File: config.mk
export PLATFORM = sky130hd
export DESIGN_NAME = lfu_cache_table
export DESIGN_NICKNAME = d
export VERILOG_FILES = /design/src/lfu_pkg.sv /design/src/lfu_cache_table.sv /design/src/lfu_cell.sv
export VERILOG_INCLUDE_DIRS = /design/src /design/src/src
export SDC_FILE = /design/constraint.sdc
export NUM_CORES = 2
export LEC_CHECK = 0
export BUFFER_PORTS_ARGS = -buffer_cell sky130_fd_sc_hd__buf_2
export CAP_MARGIN = 10
export CORE_UTILIZATION = 45
export CTS_BUF_LIST = sky130_fd_sc_hd__clkbuf_16
export CTS_CLUSTER_DIAMETER = 200
export CTS_CLUSTER_SIZE = 16
export DETAILED_ROUTE_END_ITERATION = 6
export HOLD_SLACK_MARGIN = 0.15
export PLACE_DENSITY = 0.62
export RECOVER_POWER = 25
export SKIP_LAST_GASP = 1
export SYNTH_ARGS = -nofsm -noshare
export SYNTH_HDL_FRONTEND = slang
export SYNTH_SLANG_ARGS = --single-unit
File: constraint.sdc
create_clock -name clock -period 17.3 [get_ports clock]
set_input_delay 3.46 -clock clock [delete_from_list [all_inputs] [get_ports clock]]
set_output_delay 3.46 -clock clock [all_outputs]
set_load 0.01 [all_outputs]
File: src/assert_macros.svh
// assertion helper macros used by the lfu cache table
`ifndef ASSERT_MACROS_SVH
`define ASSERT_MACROS_SVH

// same-cycle implication check
`define CHK_IMPLY(lbl, clk, rst, ante, cons, msg) \
   lbl: assert property (@(posedge clk) disable iff (rst) (ante) |-> (cons)) else $error(msg);

// next-cycle implication check
`define CHK_NEXT(lbl, clk, rst, ante, cons, msg) \
   lbl: assert property (@(posedge clk) disable iff (rst) (ante) |=> (cons)) else $error(msg);

`endif

File: src/lfu_pkg.sv
// shared types and constants for the lfu cache table
package lfu_pkg;

   localparam int ENTRIES = 16;
   localparam int IDX_W   = (ENTRIES > 1) ? $clog2(ENTRIES) : 1;
   localparam int REC_W   = IDX_W;
   localparam int CNT_W   = $clog2(ENTRIES + 1);
   localparam int CAP_W   = 5;
   localparam int CMP_W   = (CNT_W > CAP_W) ? CNT_W : CAP_W;
   localparam int WORD_W  = 32;

   // recency update kinds broadcast to the cells
   localparam logic [1:0] INC_NONE  = 2'd0;
   localparam logic [1:0] INC_ALL   = 2'd1;
   localparam logic [1:0] INC_BELOW = 2'd2;
   localparam logic [1:0] INC_UPTO  = 2'd3;

   localparam logic MODE_GET = 1'b0;
   localparam logic MODE_PUT = 1'b1;

   typedef struct packed {
      logic                     mode;
      logic signed [WORD_W-1:0] key;
      logic signed [WORD_W-1:0] value;
   } req_type;

   typedef struct packed {
      logic                     hit;
      logic signed [WORD_W-1:0] data;
      logic                     evicted;
      logic signed [WORD_W-1:0] evicted_key;
   } rsp_type;

   // update command from the sequencer to every cell
   typedef struct packed {
      logic              apply;
      logic [IDX_W-1:0]  slot;
      logic              insert;
      logic              set_value;
      logic [1:0]        inc_mode;
      logic [REC_W-1:0]  thr;
      logic [WORD_W-1:0] key;
      logic [WORD_W-1:0] value;
   } cmd_type;

   // running victim candidate handed along the chain
   typedef struct packed {
      logic              present;
      logic [WORD_W-1:0] count;
      logic [REC_W-1:0]  recency;
      logic [IDX_W-1:0]  idx;
      logic [WORD_W-1:0] key;
   } best_type;

   // per-cell status seen by the sequencer
   typedef struct packed {
      logic              valid;
      logic              match;
      logic [WORD_W-1:0] value;
      logic [REC_W-1:0]  recency;
   } cell_stat_type;

endpackage

File: src/lfu_cache_table.sv
// lfu cache table top: request sequencer over a chain of entry cells
// gets, hits and puts into a free entry give their result from the lookup state; a put that
// evicts first scans the chain (victim candidate ripples one cell per cycle) before its result
// a new request is taken only in idle, once the last result is registered; a stalled output holds it
// reset: all entries invalid, capacity 16, no result pending
module lfu_cache_table import lfu_pkg::*; (
   input  logic             clock,
   input  logic             reset,
   input  logic             req_valid,
   output logic             req_stall,
   input  req_type          req_data,
   output logic             rsp_valid,
   input  logic             rsp_stall,
   output rsp_type          rsp_data,
   input  logic             csr_valid,
   output logic             csr_ready,
   input  logic [CAP_W-1:0] csr_data
);
`include "assert_macros.svh"

   localparam logic [1:0] ST_IDLE = 2'd0;
   localparam logic [1:0] ST_LOOK = 2'd1;
   localparam logic [1:0] ST_SCAN = 2'd2;

   logic [1:0]       state_ff, state_in;
   logic [CAP_W-1:0] cap_ff, cap_in;
   req_type          req_ff, req_in;
   logic [IDX_W-1:0] scan_ff, scan_in;
   logic             rsp_valid_ff, rsp_valid_in;
   rsp_type          rsp_ff, rsp_in;

   cmd_type          cmd;
   cell_stat_type    stat [ENTRIES];
   best_type         chain [ENTRIES+1];
   logic [ENTRIES-1:0] match_vec;

   logic              any_hit;
   logic [WORD_W-1:0] hit_value;
   logic [REC_W-1:0]  hit_rec;
   logic [IDX_W-1:0]  hit_idx;
   logic [IDX_W-1:0]  free_idx;
   logic [CNT_W-1:0]  used;
   logic [CMP_W-1:0]  cap_lim;
   logic              full, disabled, out_free, fire;

   // cell row
   assign chain[0] = '0;
   for (genvar g = 0; g < ENTRIES; g++) begin : g_cell
      lfu_cell u_cell (
         .clock     (clock),
         .reset     (reset),
         .cell_idx  (IDX_W'(g)),
         .look_key  (req_ff.key),
         .cmd       (cmd),
         .best_prev (chain[g]),
         .best_out  (chain[g+1]),
         .stat      (stat[g])
      );
      assign match_vec[g] = stat[g].match;
   end

   // gather match, occupancy and first free entry
   always_comb begin
      hit_value = '0;
      hit_rec   = '0;
      hit_idx   = '0;
      free_idx  = '0;
      used      = '0;
      for (int i = 0; i < ENTRIES; i++) begin
         if (stat[i].match) begin
            hit_value = hit_value | stat[i].value;
            hit_rec   = hit_rec | stat[i].recency;
            hit_idx   = hit_idx | IDX_W'(i);
         end
         used = used + CNT_W'(stat[i].valid);
      end
      for (int i = ENTRIES - 1; i >= 0; i--) begin
         if (!stat[i].valid) free_idx = IDX_W'(i);
      end
      any_hit = |match_vec;
      cap_lim = (CMP_W'(cap_ff) > CMP_W'(ENTRIES)) ? CMP_W'(ENTRIES) : CMP_W'(cap_ff);
      full     = CMP_W'(used) >= cap_lim;
      disabled = cap_lim == '0;
   end

   assign out_free = !rsp_valid_ff || !rsp_stall;

   // sequencer, update command and result
   always_comb begin
      state_in     = state_ff;
      cap_in       = cap_ff;
      req_in       = req_ff;
      scan_in      = scan_ff;
      rsp_in       = rsp_ff;
      fire         = 1'b0;
      cmd          = '0;
      cmd.key      = req_ff.key;
      cmd.value    = req_ff.value;
      case (state_ff)
         ST_IDLE: begin
            if (csr_valid) cap_in = csr_data;
            if (req_valid) begin
               req_in   = req_data;
               state_in = ST_LOOK;
            end
         end
         ST_LOOK: begin
            if (!disabled && !any_hit && req_ff.mode == MODE_PUT && full) begin
               scan_in  = '0;
               state_in = ST_SCAN;
            end else if (out_free) begin
               fire     = 1'b1;
               state_in = ST_IDLE;
               rsp_in   = '0;
               if (!disabled) begin
                  if (any_hit) begin
                     rsp_in.hit    = 1'b1;
                     if (req_ff.mode == MODE_GET) rsp_in.data = hit_value;
                     cmd.apply     = 1'b1;
                     cmd.slot      = hit_idx;
                     cmd.set_value = req_ff.mode == MODE_PUT;
                     cmd.inc_mode  = INC_BELOW;
                     cmd.thr       = hit_rec;
                  end else if (req_ff.mode == MODE_PUT) begin
                     cmd.apply     = 1'b1;
                     cmd.slot      = free_idx;
                     cmd.insert    = 1'b1;
                     cmd.inc_mode  = INC_ALL;
                  end
               end
            end
         end
         ST_SCAN: begin
            if (scan_ff != IDX_W'(ENTRIES - 1)) begin
               scan_in = scan_ff + IDX_W'(1);
            end else if (out_free) begin
               fire               = 1'b1;
               state_in           = ST_IDLE;
               rsp_in             = '0;
               rsp_in.evicted     = 1'b1;
               rsp_in.evicted_key = chain[ENTRIES].key;
               cmd.apply          = 1'b1;
               cmd.slot           = chain[ENTRIES].idx;
               cmd.insert         = 1'b1;
               cmd.inc_mode       = INC_UPTO;
               cmd.thr            = chain[ENTRIES].recency;
            end
         end
         default: state_in = ST_IDLE;
      endcase
      rsp_valid_in = fire || (rsp_valid_ff && rsp_stall);
   end

   always_ff @(posedge clock) begin
      if (reset) begin
         state_ff     <= ST_IDLE;
         cap_ff       <= CAP_W'(16);
         rsp_valid_ff <= 1'b0;
      end else begin
         state_ff     <= state_in;
         cap_ff       <= cap_in;
         rsp_valid_ff <= rsp_valid_in;
      end
      req_ff  <= req_in;
      scan_ff <= scan_in;
      rsp_ff  <= rsp_in;
   end

   assign req_stall = state_ff != ST_IDLE;
   assign csr_ready = state_ff == ST_IDLE;
   assign rsp_valid = rsp_valid_ff;
   assign rsp_data  = rsp_ff;

   // checks
   `CHK_NEXT(a_busy_after_accept, clock, reset, req_valid && !req_stall, req_stall, "no stall after accept")
   `CHK_IMPLY(a_unique_key, clock, reset, 1'b1, $onehot0(match_vec), "key matches several entries")
   `CHK_IMPLY(a_hit_no_evict, clock, reset, rsp_valid, !(rsp_data.hit && rsp_data.evicted), "hit with eviction")

endmodule

File: src/lfu_cell.sv
// one table entry with key match, update and a victim chain stage
module lfu_cell import lfu_pkg::*; (
   input  logic              clock,
   input  logic              reset,
   input  logic [IDX_W-1:0]  cell_idx,
   input  logic [WORD_W-1:0] look_key,
   input  cmd_type           cmd,
   input  best_type          best_prev,
   output best_type          best_out,
   output cell_stat_type     stat
);

   logic              valid_ff, valid_in;
   logic [WORD_W-1:0] key_ff, key_in;
   logic [WORD_W-1:0] value_ff, value_in;
   logic [WORD_W-1:0] count_ff, count_in;
   logic [REC_W-1:0]  rec_ff, rec_in;
   best_type          best_ff, best_in;
   logic              take_own;

   // victim compare against the neighbor's candidate
   always_comb begin
      take_own = valid_ff && (!best_prev.present || (count_ff < best_prev.count) ||
                 ((count_ff == best_prev.count) && (rec_ff > best_prev.recency)));
      if (take_own) begin
         best_in.present = 1'b1;
         best_in.count   = count_ff;
         best_in.recency = rec_ff;
         best_in.idx     = cell_idx;
         best_in.key     = key_ff;
      end else begin
         best_in = best_prev;
      end
   end

   // entry update
   always_comb begin
      valid_in = valid_ff;
      key_in   = key_ff;
      value_in = value_ff;
      count_in = count_ff;
      rec_in   = rec_ff;
      if (cmd.apply) begin
         if (cmd.slot == cell_idx) begin
            rec_in = '0;
            if (cmd.insert) begin
               valid_in = 1'b1;
               key_in   = cmd.key;
               value_in = cmd.value;
               count_in = WORD_W'(1);
            end else begin
               count_in = (&count_ff) ? count_ff : count_ff + WORD_W'(1);
               if (cmd.set_value) begin
                  value_in = cmd.value;
               end
            end
         end else if (valid_ff) begin
            case (cmd.inc_mode)
               INC_ALL:   rec_in = rec_ff + REC_W'(1);
               INC_BELOW: if (rec_ff < cmd.thr) rec_in = rec_ff + REC_W'(1);
               INC_UPTO:  if (rec_ff <= cmd.thr) rec_in = rec_ff + REC_W'(1);
               default:   rec_in = rec_ff;
            endcase
         end
      end
   end

   always_ff @(posedge clock) begin
      if (reset) begin
         valid_ff        <= 1'b0;
         best_ff.present <= 1'b0;
      end else begin
         valid_ff        <= valid_in;
         best_ff.present <= best_in.present;
      end
      key_ff          <= key_in;
      value_ff        <= value_in;
      count_ff        <= count_in;
      rec_ff          <= rec_in;
      best_ff.count   <= best_in.count;
      best_ff.recency <= best_in.recency;
      best_ff.idx     <= best_in.idx;
      best_ff.key     <= best_in.key;
   end

   assign best_out      = best_ff;
   assign stat.valid    = valid_ff;
   assign stat.match    = valid_ff && (key_ff == look_key);
   assign stat.value    = value_ff;
   assign stat.recency  = rec_ff;

endmodule
==> qor.yml <==
dp_hpwl_um: 262000
max_freq_ghz: 0.108
path_class: "flop to flop"
synth_edf_count: 1735
p_leak_nw: 52.2
placedInstanceArea_mm2: 0.140
cp_max_fo: 29
dieHeight_um: 549
finalSetupTns_ns: 0
root_buffer: "clkbuf_16"
synth_ff_type: "edfxtp_1"
hold_viol_final: 0
grt_start_max_net_pins: 100
clock_latency_ns: 0.94
violations: "max-capacitance violations, max-slew violations"
die_w_um: 549
seq_area_frac_synth: 0.556
postSynthCellCount: 11570
cp_data_required_time_ns: 17.81
netlist.area_leader.share: 0.386
gr-total-overflow: 0
finalMaxSlewViolations: 1010
grt_pass1_vias: 90223
combPwrFrac: 0.046
ys_ff_latch: 2879
worstPathArrival_ns: 9.76
gp_congestion: 0.932
dp.cells: 15257
cts_hold_buffers: 0
fin_cells: 15617
maxCapViolations: 41
max_slew_margin: -1.25
nNetsFinal: 12262
num_vias: 92267
grtUsageTotal: 0.250
p_total_mw: 12.5
finalClockSkew_ns: 0.112
yosysTopAreaCell: "edfxtp_1"
cts_sinks: 2879
antenna_found_initial: 12
power.switching_mw: 2.84
crit_path_end_kind: "flop"
outcome: "complete, but fails checks"
die-area_mm2: 0.302
grt_pass1_wl_um: 575000
p_int_mw: 9.69
dr.pass1.iters: 6
numCtsBuffers: 205
async_flop_share: 0
ir_worst_vdd_mv: 0.0879
power_frac_clock: 0.359
netlist_area_mm2: 0.135
placementRows: 200
fill_cells: 26191
clkSlewWorstSetupHoldPaths_ns: 0.08
final_area_mm2: 0.146
fin_crit_sh: 0.535
syn2layout_area_growth_pct: 7.98
postCtsResizedCells: 0
cts_max_path_buffers: 4
worstHoldPathType: "flop to flop"
netlist_top_cells_area: "edfxtp_1 39%, dfxtp_1 17%, ha_1 6.0%"
placement.io_buffers: 143
yosysWarnings: 0
detail-route-antenna-nets: 0
max_slew.worst_pin.slew_ns: 3.37
cts_tree: "built"
worstPathCellList: "clkbuf_1 > inv_1 > o2bb2ai_1 > or4b_1 > nor3_2 > or4_1 > nor4_1 > nor2_1 > a22o_1 > nand2_1 > ha_1 > nor2b_1 > o21ai_0 > nand2b_1 > a21oi_1 > a21oi_1 > o32ai_1"
crit_top_cell: "a21oi_1"
period_minus_slack_ns: 9.25
p_per_area_mw_per_mm2: 86.1
start_kind: "flop"
io_pins: 144
drt_iter0_drc: 9619
syn-mean-instance-area_um2: 11.7
cts_setup_buffers: 0
wl_per_cell_um: 24.7
htree_levels: 4
routed_wl_um: 386000
drcViolationCount: 0
drive_gt1_frac: 0.113
power_frac_seq: 0.595
synth_nets: 12306
setup_viol: 0
cp_slowest_cell: "clkbuf_1"
synth_cell_types: 88
core-area_mm2: 0.298
initial_core_util: 0.453
critical_path.max_stage_delay_ns: 2.08
switching_share: 0.227
rsz0062_at_grt: "no"
via_per_inst: 5.91
==> cell families (layout without fill, tap and decap cells) <==
| family | count (synthesis) | count (layout) | share of synthesized area |
|---|---|---|---|
| AOI/OAI and AO/OA | 1706 | 1706 | 0.0885 |
| other | 0 | 4 | 0 |
| muxes | 748 | 748 | 0.0618 |
| xor gates and xnor gates | 996 | 996 | 0.0648 |
| buffers and inverters | 1190 | 1294 | 0.0370 |
| DFF | 2879 | 2879 | 0.556 |
| and+or+nand+nor | 3390 | 3390 | 0.130 |
| adders and majority gates | 661 | 661 | 0.0619 |
==> layout make-up <==
class                      count  area (um2)  share of cell area
sequential                  2879       75000               0.515
tap                         3939        4930              0.0339
clock buffer                 206        5150              0.0354
inverter                     609        2290              0.0157
antenna                        4        10.0           0.0000688
multi-input combinational   7501       55600               0.382
clock inverter               149         612             0.00420
timing repair buffer         330        1950              0.0134
==> per-stage QoR <==
step / worst slack (ns) / utilization / hold WS [ns]
finish: 8.05 / 0.489 / 0.385
floorplan: 9.20 / - / 0.382
detailed placement: 8.45 / 0.470 / 0.392
CTS: 8.46 / 0.490 / 0.375
global route: 7.94 / 0.489 / 0.412
global placement: 8.36 / 0.470 / 0.392
==> state kept, by name (all words and copies together) (netlist names), 2 cells and up <==
| signal | flops |
|---|---|
| rsp_data | 66 |
| state_ff | 2 |
| g_cell.u_cell.key_ff | 512 |
| g_cell.u_cell.rec_ff | 64 |
| cap_ff | 5 |
| cmd | 64 |
| g_cell.u_cell.value_ff | 512 |
| g_cell.u_cell.valid_ff | 16 |
| g_cell.u_cell.count_ff | 512 |
| scan_ff | 4 |
| g_cell.u_cell.best_out | 1120 |
==> worst paths after layout <==
check	to	cells after the start	start	slack (ns)
worst max-delay path	g_cell[9].u_cell.rec_ff[0]$_SDFFCE_PP0P_	17	cmd[39]$_DFFE_PP_	8.05
worst min register to register	g_cell[5].u_cell.best_out[32]$_SDFF_PP1_	1	g_cell[4].u_cell.best_out[32]$_SDFF_PP0_	0.39
worst max register to register	g_cell[9].u_cell.rec_ff[0]$_SDFFCE_PP0P_	17	cmd[39]$_DFFE_PP_	8.05
worst min-delay path	g_cell[5].u_cell.best_out[32]$_SDFF_PP1_	1	g_cell[4].u_cell.best_out[32]$_SDFF_PP0_	0.39
==> power groups by stage <==
| stage | Sequential, mW | Clock (mW) | Combinational, mW |
|---|---|---|---|
| global placement | 7.60 | 0 | 0.560 |
| detailed placement | 7.61 | 0 | 0.567 |
| floorplan | 7.58 | 0 | 0.344 |
| finish | 7.46 | 4.50 | 0.573 |
| global route | 7.46 | 4.85 | 0.610 |
| CTS | 7.45 | 4.59 | 0.571 |
==> critical path, delay by kind of cell, from the launching register on <==
kind / cells / cell delay, ns
AO/OA/AOI/OAI: 6 / 1.46
adder cells (fa/ha/maj): 1 / 0.59
buffers and inverters: 2 / 2.43
flip-flops: 1 / 0.46
AND/OR/NAND/NOR: 8 / 3.80
==> synth_stat cells (all sizes together) (8+ instances only) <==
library cell,instances
edfxtp,1735
dfxtp,1144
nor2,734
xor2,674
mux2,671
ha,651
inv,606
nand2,591
nand4,443
clkbuf,420
nand3,420
a21oi,366
xnor2,322
a21o,226
and2,220
and3,218
nor4,188
o211ai,181
nor3,167
buf,161
nor2b,157
a221oi,146
o21ai,135
a31oi,116
o22ai,115
a22o,114
nand2b,82
mux2i,77
a22oi,72
a311o,69
or3,57
o22a,35
and4,32
o21a,28
or2,19
nand4b,18
a21boi,17
nor4b,14
or4,14
a211oi,11
fa,10
o31ai,9
o21bai,8
==> metal layers <==
layer,vias to the layer above,global-route usage,share of wire
met1,45701,0.348,0.43
met2,3636,0.401,0.46
met3,686,0.0312,0.074
li1,42242,-,-
met5,-,0,0.000026
met4,2,0.0829,0.036
==> cells in the final DEF, fill, tap and decap left out, types with 49 or more instances in the layout <==
master and n:
a21o_1 225, nor4_1 180, nand3_1 419, xnor2_1 322, nand4_1 443, a21oi_1 360
a221oi_1 144, and2_0 67, xor2_1 672, and2_1 151, and3_1 216, mux2i_1 77
inv_1 748, o21ai_0 126, nor2b_1 157, dfxtp_1 1139, o22ai_1 112, a311o_1 69
a22o_1 113, ha_1 651, mux2_2 671, nor3_1 126, nand2_1 590, buf_2 142
edfxtp_1 1735, nand2b_1 81, clkbuf_1 49, buf_4 138, a22oi_1 72, or3_1 57
clkbuf_16 206, nor2_1 723, a31oi_1 109, o211ai_1 181
Power figures use the tool's default switching activity.
